[src/hdl/clcd_pkg.sv]
// Shared types, codes and constants for the character LCD nibble sequencer.
// No dependencies; every other file in hdl/ refers to this package by scope.
`timescale 1ns / 1ps
package clcd_pkg;

   localparam int LINE_BYTES = 32;
   localparam int LB_AW      = $clog2(LINE_BYTES);
   localparam int LB_CW      = $clog2(LINE_BYTES + 1);

   localparam logic [2:0] OP_TICK  = 3'd0;
   localparam logic [2:0] OP_INIT  = 3'd1;
   localparam logic [2:0] OP_DATA  = 3'd2;
   localparam logic [2:0] OP_CMD   = 3'd3;
   localparam logic [2:0] OP_CLEAR = 3'd4;
   localparam logic [2:0] OP_HOME  = 3'd5;
   localparam logic [2:0] OP_LOAD  = 3'd6;
   localparam logic [2:0] OP_LINE  = 3'd7;

   localparam logic [1:0] CSR_WAIT_POWERUP = 2'd0;
   localparam logic [1:0] CSR_PULSE_TICKS  = 2'd1;
   localparam logic [1:0] CSR_NIBBLE_GAP   = 2'd2;
   localparam logic [1:0] CSR_BYTE_GAP     = 2'd3;

   localparam logic [1:0] PH_IDLE    = 2'd0;
   localparam logic [1:0] PH_POWERUP = 2'd1;
   localparam logic [1:0] PH_PULSE   = 2'd2;
   localparam logic [1:0] PH_GAP     = 2'd3;

   localparam logic [7:0] CMD_CLEAR      = 8'h01;
   localparam logic [7:0] CMD_HOME       = 8'h02;
   localparam logic [7:0] CMD_LINE2_ADDR = 8'hC0;
   localparam logic [7:0] CMD_LINE1_ADDR = 8'h80;
   localparam logic [7:0] POWERUP_TICKS  = 8'd100;
   localparam logic [7:0] FIRST_GAP      = 8'd25;
   localparam logic [3:0] NIB_WAKE       = 4'h3;
   localparam logic [3:0] NIB_4BIT       = 4'h2;
   localparam logic [1:0] LINE_SECOND    = 2'd2;

   typedef struct packed {
      logic [2:0] op;
      logic [7:0] value;
      logic [1:0] line_num;
   } req_type;

   typedef struct packed {
      logic [3:0] bus_nibble;
      logic       reg_select;
      logic       enable_pin;
      logic       busy_res;
      logic       line_done;
      logic       rejected;
   } rsp_type;

   typedef struct packed {
      logic             en;
      logic [LB_AW-1:0] addr;
      logic [7:0]       data;
   } store_wr_type;

   function automatic logic [7:0] init_byte(input logic [2:0] idx);
      logic [7:0] b;
      case (idx)
         3'd0:    b = 8'h28;
         3'd1:    b = 8'h08;
         3'd2:    b = 8'h01;
         3'd3:    b = 8'h06;
         3'd4:    b = 8'h0F;
         default: b = 8'h0F;
      endcase
      return b;
   endfunction

endpackage

[src/hdl/char_lcd_nibble_sequencer.sv]
// Character LCD nibble sequencer, 4-bit bus, top level.
// Uses clcd_pkg, clcd_core, clcd_line_store and clcd_out_stage.
//
// Usage:
//   req channel (req_valid/req_ready/req_data): one item is a tick or a
//   request (init, data byte, command byte, clear, home, load line byte,
//   start line). Every item yields exactly one item on rsp.
//   rsp channel (rsp_valid/rsp_ready/rsp_data): pin levels, busy, line done
//   and reject flags as they stand after the item.
//   csr channel (csr_valid/csr_ready/csr_index/csr_wdata): timing registers,
//   always ready; write only while the block is idle.
// A result is registered in the output stage, or in its skid entry while rsp stalls.
// Throughput: one item per cycle while req_ready is high; the next-state logic
//   of clcd_core is combinational, and the line store read is prefetched for the next item.
// Reset (synchronous, active high): sequencer idle, pins low with register
//   select high, line store empty, timing registers at their defaults.
// When rsp stalls, one more item is taken into the skid entry; req_ready
//   then drops until rsp drains.
`timescale 1ns / 1ps
module char_lcd_nibble_sequencer (
   input  logic              clock,
   input  logic              reset,
   input  logic              req_valid,
   output logic              req_ready,
   input  clcd_pkg::req_type req_data,
   output logic              rsp_valid,
   input  logic              rsp_ready,
   output clcd_pkg::rsp_type rsp_data,
   input  logic              csr_valid,
   output logic              csr_ready,
   input  logic [1:0]        csr_index,
   input  logic [7:0]        csr_wdata
);

   logic                             fire;
   clcd_pkg::rsp_type                result;
   clcd_pkg::store_wr_type           store_wr;
   logic [clcd_pkg::LB_AW-1:0]       store_rd_addr;
   logic [7:0]                       store_rd_data;

   assign fire      = req_valid && req_ready;
   assign csr_ready = 1'b1;

   clcd_core u_core (
      .clock         (clock),
      .reset         (reset),
      .fire          (fire),
      .req           (req_data),
      .csr_we        (csr_valid),
      .csr_index     (csr_index),
      .csr_wdata     (csr_wdata),
      .store_wr      (store_wr),
      .store_rd_addr (store_rd_addr),
      .store_rd_data (store_rd_data),
      .result        (result)
   );

   clcd_line_store u_store (
      .clock   (clock),
      .wr      (store_wr),
      .rd_addr (store_rd_addr),
      .rd_data (store_rd_data)
   );

   clcd_out_stage u_out (
      .clock     (clock),
      .reset     (reset),
      .in_valid  (fire),
      .in_data   (result),
      .in_ready  (req_ready),
      .rsp_valid (rsp_valid),
      .rsp_ready (rsp_ready),
      .rsp_data  (rsp_data)
   );

endmodule

[src/hdl/clcd_line_store.sv]
// Line byte store: one write port, one registered read port.
// Depends on clcd_pkg for depth, address width and the write struct.
`timescale 1ns / 1ps
module clcd_line_store (
   input  logic                         clock,
   input  clcd_pkg::store_wr_type       wr,
   input  logic [clcd_pkg::LB_AW-1:0]   rd_addr,
   output logic [7:0]                   rd_data
);

   logic [7:0] mem_ff [clcd_pkg::LINE_BYTES];
   logic [7:0] rd_data_ff;

   always_ff @(posedge clock) begin
      if (wr.en) begin
         mem_ff[wr.addr] <= wr.data;
      end
      rd_data_ff <= mem_ff[rd_addr];
   end

   assign rd_data = rd_data_ff;

endmodule

[src/hdl/clcd_out_stage.sv]
// Result register with a skid entry so an item can be taken while rsp stalls.
// Depends on clcd_pkg for the result struct.
`timescale 1ns / 1ps
module clcd_out_stage (
   input  logic              clock,
   input  logic              reset,
   input  logic              in_valid,
   input  clcd_pkg::rsp_type in_data,
   output logic              in_ready,
   output logic              rsp_valid,
   input  logic              rsp_ready,
   output clcd_pkg::rsp_type rsp_data
);

   logic              out_valid_ff, out_valid_in;
   logic              skid_valid_ff, skid_valid_in;
   clcd_pkg::rsp_type out_ff, out_in;
   clcd_pkg::rsp_type skid_ff, skid_in;

   assign in_ready = !skid_valid_ff;

   always_comb begin
      out_valid_in  = out_valid_ff;
      out_in        = out_ff;
      skid_valid_in = skid_valid_ff;
      skid_in       = skid_ff;
      if (!out_valid_ff || rsp_ready) begin
         if (skid_valid_ff) begin
            out_valid_in  = 1'b1;
            out_in        = skid_ff;
            skid_valid_in = 1'b0;
         end else begin
            out_valid_in = in_valid;
            out_in       = in_data;
         end
      end else if (in_valid) begin
         skid_valid_in = 1'b1;
         skid_in       = in_data;
      end
   end

   always_ff @(posedge clock) begin
      if (reset) begin
         out_valid_ff  <= 1'b0;
         skid_valid_ff <= 1'b0;
      end else begin
         out_valid_ff  <= out_valid_in;
         skid_valid_ff <= skid_valid_in;
      end
      out_ff  <= out_in;
      skid_ff <= skid_in;
   end

   assign rsp_valid = out_valid_ff;
   assign rsp_data  = out_ff;

endmodule

[src/hdl/clcd_core.sv]
// Sequencer state, timing registers and per-item next-state logic.
// Depends on clcd_pkg; reads the line store through a registered read port.
`timescale 1ns / 1ps
module clcd_core (
   input  logic                         clock,
   input  logic                         reset,
   input  logic                         fire,
   input  clcd_pkg::req_type            req,
   input  logic                         csr_we,
   input  logic [1:0]                   csr_index,
   input  logic [7:0]                   csr_wdata,
   output clcd_pkg::store_wr_type       store_wr,
   output logic [clcd_pkg::LB_AW-1:0]   store_rd_addr,
   input  logic [7:0]                   store_rd_data,
   output clcd_pkg::rsp_type            result
);

   logic       wait_powerup_ff;
   logic [7:0] pulse_ticks_ff, nibble_gap_ff, byte_gap_ff;

   logic [1:0]                 phase_ff, phase_in;
   logic [7:0]                 tick_ff, tick_in;
   logic [3:0]                 step_ff, step_in;
   logic [7:0]                 byte_ff, byte_in;
   logic                       lowp_ff, lowp_in;
   logic [3:0]                 nib_ff, nib_in;
   logic                       rs_ff, rs_in;
   logic                       en_ff, en_in;
   logic [clcd_pkg::LB_CW-1:0] lcount_ff, lcount_in;
   logic [clcd_pkg::LB_CW-1:0] lptr_ff, lptr_in;
   logic                       lact_ff, lact_in;

   logic       done, rej, busy, init_early;
   logic       start_nib, start_byte, do_pulse_end, do_gap_end, do_next, do_idle;
   logic [3:0] nib_val;
   logic [7:0] byte_val, gap, tick_dec;

   always_comb begin
      phase_in  = phase_ff;
      tick_in   = tick_ff;
      step_in   = step_ff;
      byte_in   = byte_ff;
      lowp_in   = lowp_ff;
      nib_in    = nib_ff;
      rs_in     = rs_ff;
      en_in     = en_ff;
      lcount_in = lcount_ff;
      lptr_in   = lptr_ff;
      lact_in   = lact_ff;
      done      = 1'b0;
      rej       = 1'b0;
      store_wr  = '0;
      start_nib    = 1'b0;
      start_byte   = 1'b0;
      do_pulse_end = 1'b0;
      do_gap_end   = 1'b0;
      do_next      = 1'b0;
      do_idle      = 1'b0;
      nib_val   = '0;
      byte_val  = '0;
      gap       = '0;
      tick_dec  = (tick_ff == 8'd0) ? 8'd0 : tick_ff - 8'd1;
      busy       = (phase_ff != clcd_pkg::PH_IDLE);
      init_early = (step_ff >= 4'd1) && (step_ff <= 4'd4);

      if (req.op == clcd_pkg::OP_TICK) begin
         if (busy) begin
            tick_in = tick_dec;
            if (tick_dec == 8'd0) begin
               case (phase_ff)
                  clcd_pkg::PH_POWERUP: begin
                     step_in   = 4'd1;
                     start_nib = 1'b1;
                     nib_val   = clcd_pkg::NIB_WAKE;
                  end
                  clcd_pkg::PH_PULSE: do_pulse_end = 1'b1;
                  clcd_pkg::PH_GAP:   do_gap_end   = 1'b1;
                  default:            do_idle      = 1'b1;
               endcase
            end
         end
      end else if (busy) begin
         rej = 1'b1;
      end else begin
         case (req.op)
            clcd_pkg::OP_INIT: begin
               rs_in = 1'b0;
               if (wait_powerup_ff) begin
                  step_in  = 4'd0;
                  phase_in = clcd_pkg::PH_POWERUP;
                  tick_in  = clcd_pkg::POWERUP_TICKS;
               end else begin
                  step_in   = 4'd1;
                  start_nib = 1'b1;
                  nib_val   = clcd_pkg::NIB_WAKE;
               end
            end
            clcd_pkg::OP_DATA: begin
               rs_in      = 1'b1;
               start_byte = 1'b1;
               byte_val   = req.value;
            end
            clcd_pkg::OP_CMD: begin
               rs_in      = 1'b0;
               start_byte = 1'b1;
               byte_val   = req.value;
            end
            clcd_pkg::OP_CLEAR: begin
               rs_in      = 1'b0;
               start_byte = 1'b1;
               byte_val   = clcd_pkg::CMD_CLEAR;
            end
            clcd_pkg::OP_HOME: begin
               rs_in      = 1'b0;
               start_byte = 1'b1;
               byte_val   = clcd_pkg::CMD_HOME;
            end
            clcd_pkg::OP_LOAD: begin
               if (lcount_ff < clcd_pkg::LB_CW'(clcd_pkg::LINE_BYTES)) begin
                  store_wr.en   = 1'b1;
                  store_wr.addr = lcount_ff[clcd_pkg::LB_AW-1:0];
                  store_wr.data = req.value;
                  lcount_in     = lcount_ff + 1'b1;
               end else begin
                  rej = 1'b1;
               end
            end
            default: begin
               lact_in    = 1'b1;
               lptr_in    = '0;
               rs_in      = 1'b0;
               start_byte = 1'b1;
               byte_val   = (req.line_num == clcd_pkg::LINE_SECOND) ?
                            clcd_pkg::CMD_LINE2_ADDR : clcd_pkg::CMD_LINE1_ADDR;
            end
         endcase
      end

      // end of enable pulse
      if (do_pulse_end) begin
         en_in = 1'b0;
         if (init_early) begin
            lowp_in = 1'b0;
            gap     = (step_ff == 4'd1) ? clcd_pkg::FIRST_GAP : byte_gap_ff;
         end else begin
            gap = lowp_ff ? nibble_gap_ff : byte_gap_ff;
         end
         phase_in = clcd_pkg::PH_GAP;
         tick_in  = gap;
         if (gap == 8'd0) begin
            do_gap_end = 1'b1;
         end
      end

      // end of gap: low nibble, else next step of the sequence (nibble, byte or idle)
      if (do_gap_end) begin
         if (lowp_in && !init_early) begin
            lowp_in   = 1'b0;
            start_nib = 1'b1;
            nib_val   = byte_ff[3:0];
         end else begin
            do_next = 1'b1;
         end
      end

      if (do_next) begin
         if (step_ff >= 4'd1 && step_ff <= 4'd8) begin
            step_in = step_ff + 4'd1;
            if (step_in <= 4'd4) begin
               start_nib = 1'b1;
               nib_val   = (step_in == 4'd4) ? clcd_pkg::NIB_4BIT : clcd_pkg::NIB_WAKE;
            end else begin
               start_byte = 1'b1;
               byte_val   = clcd_pkg::init_byte(3'(step_in - 4'd5));
            end
         end else if (step_ff != 4'd0) begin
            step_in = 4'd0;
            do_idle = 1'b1;
         end else if (lact_ff) begin
            if (lptr_ff < lcount_ff) begin
               rs_in      = 1'b1;
               start_byte = 1'b1;
               byte_val   = store_rd_data;
               lptr_in    = lptr_ff + 1'b1;
            end else begin
               lact_in   = 1'b0;
               lcount_in = '0;
               lptr_in   = '0;
               done      = 1'b1;
               do_idle   = 1'b1;
            end
         end else begin
            do_idle = 1'b1;
         end
      end

      if (start_byte) begin
         byte_in   = byte_val;
         lowp_in   = 1'b1;
         start_nib = 1'b1;
         nib_val   = byte_val[7:4];
      end

      if (start_nib) begin
         nib_in   = nib_val;
         en_in    = 1'b1;
         phase_in = clcd_pkg::PH_PULSE;
         tick_in  = (pulse_ticks_ff == 8'd0) ? 8'd1 : pulse_ticks_ff;
      end

      if (do_idle) begin
         phase_in = clcd_pkg::PH_IDLE;
         tick_in  = 8'd0;
         rs_in    = 1'b1;
      end

      if (!fire) begin
         store_wr.en = 1'b0;
      end
   end

   // prefetch the entry the pointer will address for the next item
   assign store_rd_addr = fire ? lptr_in[clcd_pkg::LB_AW-1:0] : lptr_ff[clcd_pkg::LB_AW-1:0];

   always_comb begin
      result.bus_nibble = nib_in;
      result.reg_select = rs_in;
      result.enable_pin = en_in;
      result.busy_res   = (phase_in != clcd_pkg::PH_IDLE);
      result.line_done  = done;
      result.rejected   = rej;
   end

   always_ff @(posedge clock) begin
      if (reset) begin
         wait_powerup_ff <= 1'b1;
         pulse_ticks_ff  <= 8'd1;
         nibble_gap_ff   <= 8'd2;
         byte_gap_ff     <= 8'd5;
      end else if (csr_we) begin
         case (csr_index)
            clcd_pkg::CSR_WAIT_POWERUP: wait_powerup_ff <= csr_wdata[0];
            clcd_pkg::CSR_PULSE_TICKS:  pulse_ticks_ff  <= csr_wdata;
            clcd_pkg::CSR_NIBBLE_GAP:   nibble_gap_ff   <= csr_wdata;
            clcd_pkg::CSR_BYTE_GAP:     byte_gap_ff     <= csr_wdata;
            default:                    byte_gap_ff     <= byte_gap_ff;
         endcase
      end
   end

   always_ff @(posedge clock) begin
      if (reset) begin
         phase_ff  <= clcd_pkg::PH_IDLE;
         tick_ff   <= '0;
         step_ff   <= '0;
         byte_ff   <= '0;
         lowp_ff   <= 1'b0;
         nib_ff    <= '0;
         rs_ff     <= 1'b1;
         en_ff     <= 1'b0;
         lcount_ff <= '0;
         lptr_ff   <= '0;
         lact_ff   <= 1'b0;
      end else if (fire) begin
         phase_ff  <= phase_in;
         tick_ff   <= tick_in;
         step_ff   <= step_in;
         byte_ff   <= byte_in;
         lowp_ff   <= lowp_in;
         nib_ff    <= nib_in;
         rs_ff     <= rs_in;
         en_ff     <= en_in;
         lcount_ff <= lcount_in;
         lptr_ff   <= lptr_in;
         lact_ff   <= lact_in;
      end
   end

endmodule
[config.mk]
export PLATFORM = sky130hd
export DESIGN_NAME = char_lcd_nibble_sequencer
export DESIGN_NICKNAME = d
export VERILOG_FILES = /design/src/hdl/clcd_pkg.sv /design/src/hdl/char_lcd_nibble_sequencer.sv /design/src/hdl/clcd_line_store.sv /design/src/hdl/clcd_out_stage.sv /design/src/hdl/clcd_core.sv
export SDC_FILE = /design/constraint.sdc
export NUM_CORES = 1
export LEC_CHECK = 0
export BUFFER_PORTS_ARGS = -buffer_cell sky130_fd_sc_hd__buf_2
export CORE_ASPECT_RATIO = 0.8
export CORE_MARGIN = 2
export CORE_UTILIZATION = 25
export DETAILED_ROUTE_END_ITERATION = 10
export GPL_TIMING_DRIVEN = 0
export SYNTH_ARGS = -nofsm -noshare
export SYNTH_HDL_FRONTEND = slang
export SYNTH_HIERARCHICAL = 1
export SYNTH_SLANG_ARGS = --single-unit
[constraint.sdc]
create_clock -name clock -period 4.48 [get_ports clock]
set_input_delay 0.896 -clock clock [delete_from_list [all_inputs] [get_ports clock]]
set_output_delay 0.896 -clock clock [all_outputs]
set_load 0.05 [all_outputs]
==> results of run 1 <==
kinds of logic (layout without fill, tap and decap cells):
family	after synthesis	after routing	share of synthesized area
and+or+nand+nor	306	306	0.0989
adders and majority gates	16	16	0.0132
xor gates and xnor gates	6	6	0.00347
other	1	1	0.000247
buffers and inverters	82	190	0.0255
AOI/OAI and AO/OA	167	167	0.0769
DFF	347	347	0.639
muxes	111	111	0.143
routing by layer:
| metal | track usage | wire, um |
|---|---|---|
| met1 | 0.179 | 17500 |
| met2 | 0.170 | 16400 |
| met3 | 0.0310 | 3650 |
| met4 | 0.0276 | 718 |
| met5 | 0 | 0 |
flip-flops by register name (all words and copies together), names as in the netlist, 6 cells and up:
| name | count |
|---|---|
| u_core/byte_gap_ff | 8 |
| u_core/lcount_ff | 6 |
| u_core/lptr_ff | 6 |
| u_core/nibble_gap_ff | 8 |
| u_core/pulse_ticks_ff | 8 |
| u_core/tick_ff | 8 |
| u_out/rsp_data | 9 |
| u_out/skid_ff | 9 |
| u_store/mem_ff | 256 |
| u_store/rd_data | 8 |
repair_timing:
item	4_1_cts	5_1_grt
resized for setup	43	19
buffers inserted	9	8
setup endpoints to repair	8	8
pin swaps	5	7
hold buffers	0	0
worst register-to-register path, stage by stage (launching register included):
cell	delay, ps
dfxtp_1	300
buf_2	160
or4_4	550
o31ai_4	290
nand4_1	160
nand2b_1	200
buf_6	150
nor3_4	190
nand4b_1	230
mux2i_1	230
buf_6	200
buf_8	200
mux4_2	580
mux4_2	540
mux2_2	310
Yosys cell counts (6+ instances only):
cell type  count  area (sq um)
buf_1          6          22.5
or3_1          7          43.8
nor4_1        11          68.8
nand2b_1       8          50.1
a31oi_1        7          43.8
o21ai_0       28           140
nand3b_1       8          60.1
o31ai_1        6          45.0
buf_4         11          82.6
buf_2          6          30.0
mux2i_1       13           130
ha_1          16           200
a221oi_1       6          52.6
and3_1        18           113
and2_1         7          43.8
nor2_1        84           315
nand3_1       21           105
mux2_4         8           120
mux4_2        80          1800
dfxtp_1       73          1460
nor3_1        15          75.1
a21oi_1       44           220
a211oi_1      10          75.1
nor2b_1       10          62.6
mux2_2        10           113
clkbuf_1      30           113
nand2_1       87           327
a22oi_1        9          67.6
edfxtp_1     274          8230
inv_1         25          93.8
cells in the final DEF, fill, tap and decap left out, types with 14 or more instances in the layout:
cell type	n
a21oi_1	42
and3_1	15
buf_2	44
buf_4	22
clkbuf_1	32
clkbuf_16	35
dfxtp_1	71
edfxtp_1	274
ha_1	14
inv_1	23
mux4_2	80
nand2_1	87
nand3_1	20
nor2_1	84
o21ai_0	28
metrics by stage:
step	hold slack, ps	instances	setup WS, ps
2_1_floorplan	437	1036	0.214
3_3_place_gp	467	1852	-1210
3_5_place_dp	459	1852	-1220
4_1_cts	469	1916	9.03
5_1_grt	505	1923	-43.9
6_report	472	1923	78.8
power by group through the flow:
| stage | sequential [mW] | clock (mW) | combinational [mW] |
|---|---|---|---|
| after detailed placement | 3.60 | 0 | 0.435 |
| after global placement | 3.60 | 0 | 0.430 |
| final | 3.53 | 2.71 | 0.466 |
| after CTS | 3.53 | 2.77 | 0.446 |
| after global routing | 3.53 | 2.89 | 0.499 |
| after floorplan | 3.64 | 0 | 0.258 |
final timing paths:
path	startpoint	slack (ps)	cells after the start	to
worst max register to register	u_core/tick_ff[3]	80	14	u_store/rd_data[7]
worst min register to register	u_store/rd_data[3]	470	2	u_core/byte_ff[3]
worst max-delay path	u_core/tick_ff[3]	80	14	u_store/rd_data[7]
worst min-delay path	u_store/rd_data[3]	470	2	u_core/byte_ff[3]
layout make-up:
class / instances / area, sq um
plain buffers: 54 / 390
clock buffers: 47 / 941
clock inverters: 10 / 88.8
fillers: 5903 / 42000
inverters: 25 / 96.3
multi-input cells: 607 / 5240
flip-flops and latches: 347 / 9690
well taps: 779 / 975
repair buffers: 54 / 313
==> run metrics, run 1 <==
status=finished clean; Tot GR Track Use=0.119; yosys warns=6; Clock Power Share=0.404; Clk Latency, worst-skew pair=540 ps; # rows=80; Hold WC Path Type=flop to flop; RePlAce Congestion=0.906; CTS Buf Count=35; Pwr Total=6.71 mW; antenna fix cells=0; CP Capture Type=flop; Avg Inst Size Synth=14.6 sq um; Buf/Inv on CP=4; CTS max path bufs=3; pin slew with the least headroom to its limit=1330 ps; Num Clock Sinks=347; Mapped Area=15200 sq um; cell count after synthesis=1036; CTS tree=done; # nets final=1168; Final Core Density=0.297; post-detail-place hpwl=26100 um; crit path cell chain=buf_2, or4_4, o31ai_4, nand4_1, nand2b_1, buf_6, nor3_4, nand4b_1, mux2i_1, buf_6, buf_8, mux4_2, mux4_2, mux2_2; Sequential Power Share=0.527; Largest delay share family, worst path=multiplexers; sequential area share after synthesis=0.639; Vias=9681; maximum vdd drop=212 uV; CP Data Required Time=4900 ps; PwrDens=378 nW/um^2; P_int=5.15 mW; placed cell area=16300 sq um; Async S/R FF share, synth=0; NetSw=1.56 mW; H-Tree Depth=2; Achievable Freq=227 MHz; register bit total from synthesis=347; first-pass GRT wire length=57200 um; Post-Layout Inst Area=17700 sq um; setup violation total in the final timing report=0; fin crit period=4400 ps; Slew Limit Headroom=0.112; slowest CP cell=mux4_2; Reg clk slew, reported paths=70 ps; CP startpoint kind=flop; 1st-iter DRT viols=1025; DR pass1 iterations=5; max-slew violations=0; critical path peak fanout=10; CP Class=flop to flop; Wirelength per Cell=19.9 um; DRC=0; io pins=40; final WL=38300 um; most common flop cell mapped by yosys=edfxtp_1; Initial Utilization=0.254; die height=224 um; initial antenna violation count=0; share of cells above drive strength 1=0.235; CTS Root Cell=clkbuf_16; vias in the first global route=9123; Net Count, Synth=1080; DIE AREA=62600 sq um; Sw Share=0.232; clock skew=24.1 ps; global route overflow=0; logic gate share of total power=0.069; Max Cap Viol=0; Fin. Hold Viols=0; CP max stage delay=570 ps; leakage power=5.73 nW; via density per instance=5.03; Port Buffer Count=37; largest net degree at the start of global routing=33; final setup TNS=0 ps; synth-to-layout area growth=17.0%; Post-DRT Antenna Nets=0; Cell variety after synth=75; crit share post-route=0.982; Core ar.=59800 sq um; Post-synth EDFFs=274; Horiz. Die Dim=279 um; Critical Path AT=4830 ps
Power figures use the tool's default switching activity.
==> run 2: changes to the inputs <==
ABC_AREA = 1   (was not set)
==> run 2 against run 1 <==
  * Hold slack improved by 7.6 ps
  * Global-route usage rose by 1.8 points
  * Sequential share of layout area down 3.3 points
  * Clock skew fell by 6.9 ps
  * Via count is 33% higher
  * Setup slack better by 260 ps
  * Final cell count grew 43%
  * First-iteration DRC count rose by 34%
  * Critical path depth is 12 higher
  * Critical endpoint unchanged
  * Highest routed layer is now met5
==> run metrics, run 2 <==
CTS Buf Count=39 (was 35); cell count after synthesis=1784 (was 1036); most common cell after layout, fill and taps aside=nand2_1 (was edfxtp_1); initial antenna violation count=2 (was 0); Avg Inst Size Synth=9.14 sq um (was 14.6 sq um); status=finished clean (unchanged); Reg clk slew, reported paths=60 ps (was 70 ps); pin slew with the least headroom to its limit=1100 ps (was 1330 ps); CTS tree=done (unchanged); Async S/R FF share, synth=0 (unchanged); io pins=40 (unchanged); Final Core Density=0.293 (was 0.297); final WL=46200 um (was 38300 um); via density per instance=4.69 (was 5.03); 1st-iter DRT viols=1376 (was 1025); Fillers=6716 (was 5903); setup violation total in the final timing report=0 (unchanged); Wirelength per Cell=16.9 um (was 19.9 um); DR pass1 iterations=6 (was 5); CTS Root Cell=clkbuf_16 (unchanged); CP Data Required Time=4930 ps (was 4900 ps); first-pass GRT wire length=70600 um (was 57200 um); register bit total from synthesis=347 (unchanged); vias in the first global route=11997 (was 9123); Cell variety after synth=48 (was 75); Max Cap Viol=0 (unchanged); synth-to-layout area growth=15.7% (was 17.0%); Largest delay share family, worst path=simple AND/OR/NAND/NOR gates (was multiplexers); slowest CP cell=dfxtp_2 (was mux4_2); crit share post-route=0.923 (was 0.982); most frequent cells in the layout=590 x nand2_1, 274 x edfxtp_1, 248 x nand3_1 (was 274 x edfxtp_1, 87 x nand2_1, 84 x nor2_1); clock skew=17.2 ps (was 24.1 ps); most frequent cell on the critical path=nand2_1; Mapped Area=16300 sq um (was 15200 sq um); Vias=12866 (was 9681); RSZ-0062 raised after global routing=false; yosys warns=6 (unchanged); sequential area share after synthesis=0.594 (was 0.639); Core ar.=64400 sq um (was 59800 sq um); Cell Count Post-Placement=2674 (was 1852); share of cells above drive strength 1=0.106 (was 0.235); H-Tree Depth=2 (unchanged); critical path peak fanout=10 (unchanged); number of flip-flops in the largest register=256 (unchanged); Fin. Hold Viols=0 (unchanged); Buf/Inv on CP=5 (was 4); WHS=480 ps (was 472 ps); cell taking the most area after synthesis=edfxtp_1 (unchanged); Clk Latency, worst-skew pair=570 ps (was 540 ps); Post-synth EDFFs=274 (unchanged); # rows=83 (was 80); PwrDens=377 nW/um^2 (was 378 nW/um^2); count leader, synth=nand2_1 (was edfxtp_1); synth cell count leaders=590 x nand2_1, 274 x edfxtp_1, 248 x nand3_1 (was 274 x edfxtp_1, 87 x nand2_1, 84 x nor2_1); DRC=0 (unchanged); Tot GR Track Use=0.137 (was 0.119); CTS max path bufs=3 (unchanged); Critical Path AT=4590 ps (was 4830 ps); share of the synthesized area in the top cell type=0.505 (was 0.543); max-slew violations=0 (unchanged); global route overflow=0 (unchanged); Net Count, Synth=1828 (was 1080); Post-Layout Inst Area=18900 sq um (was 17700 sq um); placed cell area=17700 sq um (was 16300 sq um); Slew Limit Headroom=0.268 (was 0.112); # nets final=1909 (was 1168); CP Class=flop to flop (unchanged); die height=232 um (was 224 um); largest net degree at the start of global routing=33 (unchanged); largest cells by area after synthesis=edfxtp_1 50%, nand2_1 14%, dfxtp_1 9.0% (was edfxtp_1 54%, mux4_2 12%, dfxtp_1 9.6%); Achievable Freq=242 MHz (was 227 MHz); CP max stage delay=380 ps (was 570 ps); fin cells=2744 (was 1923); RePlAce Congestion=0.952 (was 0.906); CP Capture Type=flop (unchanged); Post-DRT Antenna Nets=0 (unchanged); maximum vdd drop=226 uV (was 212 uV); Initial Utilization=0.253 (was 0.254); most flop-heavy register=u_store/mem_ff (unchanged); Num Clock Sinks=347 (unchanged); leakage power=7.49 nW (was 5.73 nW); Horiz. Die Dim=290 um (was 279 um); Hold WC Path Type=flop to flop (unchanged); area of the multi-input gates=5630 sq um (was 5240 sq um); FF+latch area=9690 sq um (about the same); Port Buffer Count=38 (was 37); final setup TNS=0 ps (unchanged); post-detail-place hpwl=32600 um (was 26100 um); DIE AREA=67300 sq um (was 62600 sq um); CP startpoint kind=flop (unchanged); most common flop cell mapped by yosys=edfxtp_1 (unchanged); fin crit period=4140 ps (was 4400 ps)
[run 2: path summary, 6_finish.rpt]
check,cells after the start,slack (ps),to,startpoint
worst max-delay path,26,340,u_store/rd_data[7],u_core/step_ff[0]
worst min-delay path,2,480,u_core/byte_gap_ff[1],u_core/byte_gap_ff[1]
worst max register to register,26,340,u_store/rd_data[7],u_core/step_ff[0]
worst min register to register,2,480,u_core/byte_gap_ff[1],u_core/byte_gap_ff[1]
[run 2: area by class of cell]
class                           instances  area share
Tap cell                              850      0.0564
Buffer                                 78      0.0309
Inverter                              128      0.0255
Sequential cell                       347       0.514
Multi-Input combinational cell       1231       0.299
Antenna cell                            1    0.000133
Clock buffer                           50      0.0550
Clock inverter                         19     0.00717
Timing Repair Buffer                   40      0.0126
[run 2: cell families (layout without fill, tap and decap cells)]
group | count (synthesis) | in the layout | synth area share
simple gates | 1085 | 1085 | 0.285
flops | 347 | 347 | 0.594
buf+inv | 206 | 315 | 0.0645
compound gates | 125 | 125 | 0.0419
fa+ha+maj | 16 | 16 | 0.0123
xor+xnor | 4 | 4 | 0.00215
other cells | 1 | 2 | 0.000230
[run 2: per-layer routing]
layer	track usage	vias to the layer above	wire length [um]	part of all wire
li1	-	6128	-	-
met1	0.203	6099	21200	0.46
met2	0.198	564	19300	0.42
met3	0.0326	73	4820	0.10
met4	0.0380	2	951	0.021
met5	0	-	11	0.00024
[run 2: tightest hold or removal path, delay by kind of cell (launching register included)]
kind	cells	cell delay, ps
DFF	1	310
AOI/OAI and AO/OA	1	60
buffers and inverters	1	70
[run 2: repair_timing]
action,in CTS,in global routing
hold buffers,0,0
gates resized for setup,2,13
pin swaps,0,0
setup buffers,0,0
endpoints found under the setup margin,8,8
[run 2: report_power, final]
part           switching, mW  leakage, nW  total, mW  internal, mW
registers             0.0377         3.01       3.55          3.51
clock network           1.29        0.577       2.94          1.65
logic                  0.454         3.91      0.634         0.181
[run 2: through the flow]
stage               setup slack, ps  power (mW)
global route                   2.78        7.40
finish                          343        7.12
detailed placement             -349        4.24
CTS                            9.31        7.17
floorplan                      1030        4.05
global placement               -296        4.23
==> run 3: changes to the inputs <==
PLACE_DENSITY = 0.38   (was not set)
clock period = 4.17 ns   (was 4.48 ns; I/O delays follow)
==> run 3 against run 2 <==
  * First-iteration DRC count fell by 15%
  * Via count shrank 2.4%
  * Highest routed layer is now met4
  * Core utilization increased by 0.94 points
  * Routed wire length up 16%
  * Global-route usage increased by 2.3 points
  * Critical path depth decreased by 18
  * Largest cell class unchanged
  * Hold slack worse by 4.9 ps
  * Setup slack worse by 300 ps
  * Total power increased by 19%
  * Sequential share of layout area shrank 1.6 points
==> run metrics, run 3 (synthesis results as in run 2) <==
status=finished clean (unchanged); DIE AREA=67300 sq um (unchanged); Wirelength per Cell=19.3 um (was 16.9 um); setup violation total in the final timing report=0 (unchanged); Largest delay share family, worst path=simple AND/OR/NAND/NOR gates (unchanged); first-pass GRT wire length=79300 um (was 70600 um); GR Layer Usage met1=0.263 (was 0.203); CP Data Required Time=4360 ps (was 4930 ps); max-slew violations=0 (unchanged); Tot GR Track Use=0.160 (was 0.137); CTS Buf Count=42 (was 39); largest net degree at the start of global routing=33 (unchanged); via density per instance=4.54 (was 4.69); maximum vdd drop=282 uV (was 226 uV); routing usage on met2=0.212 (was 0.198); # rows=83 (unchanged); post-detail-place hpwl=38500 um (was 32600 um); most frequent cells in the layout=590 x nand2_1, 274 x edfxtp_1, 248 x nand3_1 (unchanged); clock skew=26.6 ps (was 17.2 ps); Horiz. Die Dim=290 um (unchanged); CP Class=flop to flop (unchanged); Fin. Hold Viols=0 (unchanged); Port Buffer Count=38 (unchanged); Core ar.=64400 sq um (unchanged); fin crit period=4130 ps (was 4140 ps); Vias=12557 (was 12866); Initial Utilization=0.253 (unchanged); Num Clock Sinks=347 (unchanged); Reg clk slew, reported paths=60 ps (about the same); CTS max path bufs=3 (unchanged); # nets final=1923 (was 1909); DR pass1 iterations=5 (was 6); placed cell area=17800 sq um (was 17700 sq um); final setup TNS=0 ps (unchanged); Achievable Freq=242 MHz (about the same); share of cells above drive strength 1=0.132 (was 0.106); PwrDens=435 nW/um^2 (was 377 nW/um^2); pin slew with the least headroom to its limit=1070 ps (was 1100 ps); GRT Max-Usage Layer=met1 (unchanged); H-Tree Depth=2 (unchanged); crit share post-route=0.990 (was 0.923); slowest CP cell=nor2_2 (was dfxtp_2); Fillers=6692 (was 6716); 1st-iter DRT viols=1176 (was 1376); number of flip-flops in the largest register=256 (unchanged); RePlAce Congestion=0.895 (was 0.952); leakage power=7.73 nW (was 7.49 nW); Hold WC Path Type=flop to flop (unchanged); CP Capture Type=flop (unchanged); Buf/Inv on CP=4 (was 5); Critical Path AT=4320 ps (was 4590 ps); initial antenna violation count=0 (was 2); CTS Root Cell=clkbuf_16 (unchanged); M3 GR Usage=0.0226 (was 0.0326); DRC=0 (unchanged); vias in the first global route=11934 (was 11997); final WL=53400 um (was 46200 um); most flop-heavy register=u_store/mem_ff (unchanged); crit path cell chain=inv_2, nand2_1, inv_1, buf_2, clkinv_1, nor2_1, nand3_1, nor2_2; global route overflow=0 (unchanged); Slew Limit Headroom=0.288 (was 0.268); Post-Layout Inst Area=19500 sq um (was 18900 sq um); Post-DRT Antenna Nets=0 (unchanged); Max Cap Viol=0 (unchanged); most common cell after layout, fill and taps aside=nand2_1 (unchanged); io pins=40 (unchanged); RSZ-0062 raised after global routing=true (was false); synth-to-layout area growth=19.4% (was 15.7%); CP startpoint kind=flop (unchanged); critical path peak fanout=11 (was 10); CP max stage delay=830 ps (was 380 ps); Clk Latency, worst-skew pair=580 ps (was 570 ps); die height=232 um (unchanged); CTS tree=done (unchanged); antenna fix cells=0 (was 1)
run 3: per-layer routing:
| layer | vias up | routed length [um] |
|---|---|---|
| li1 | 6169 | - |
| met4 | 0 | 969 |
| met5 | - | 0 |
| met2 | 353 | 20600 |
| met3 | 57 | 2730 |
| met1 | 5978 | 29100 |
run 3: final timing paths:
| kind | startpoint | to | slack (ps) | cells past startpoint |
|---|---|---|---|---|
| hold / removal | u_core/rs_ff | u_core/rs_ff | 480 | 2 |
| setup reg to reg | u_out/skid_valid_ff | u_store/mem_ff[27][7] | 40 | 8 |
| hold reg to reg | u_core/rs_ff | u_core/rs_ff | 480 | 2 |
| setup / recovery | u_out/skid_valid_ff | u_store/mem_ff[27][7] | 40 | 8 |
run 3: where the power goes:
group          internal [mW]  total [mW]  switching (mW)
Combinational          0.207       0.716           0.508
Sequential              3.77        3.81          0.0417
Clock                   2.45        3.95            1.49
run 3: repair_timing:
item,CTS,global route
resized for setup,23,36
gates cloned,0,1
endpoints found under the setup margin,16,245
endpoints found under the hold margin,0,0
setup buffers,0,6
pin swaps,0,4
hold buffers,0,0
run 3: layout make-up:
class / count / area, sq um / share of cell area
Multi-Input combinational cell: 1232 / 5740 / 0.295
Clock buffer: 51 / 1110 / 0.0568
Inverter: 128 / 483 / 0.0248
Buffer: 77 / 608 / 0.0312
Sequential cell: 347 / 9690 / 0.498
Timing Repair Buffer: 51 / 390 / 0.0201
Tap cell: 850 / 1060 / 0.0546
Clock inverter: 27 / 377 / 0.0194
run 3: worst min-delay path, cell delays in order, from the launching register on:
cell and delay, ps:
dfxtp_1 320, a21oi_1 60, nand2_1 60
run 3: stage by stage:
| stage | power, mW | std cells | setup WS [ps] | hold slack, ps | utilization |
|---|---|---|---|---|---|
| finish | 8.47 | 2763 | 40.4 | 475 | 0.302 |
| global route | 8.81 | 2763 | -186 | 479 | 0.302 |
| CTS | 8.58 | 2757 | -25.6 | 473 | 0.300 |
| detailed placement | 4.58 | 2679 | -947 | 459 | 0.276 |
| global placement | 4.57 | 2672 | -1240 | 450 | 0.273 |
| floorplan | 4.36 | 1784 | 777 | 429 | - |
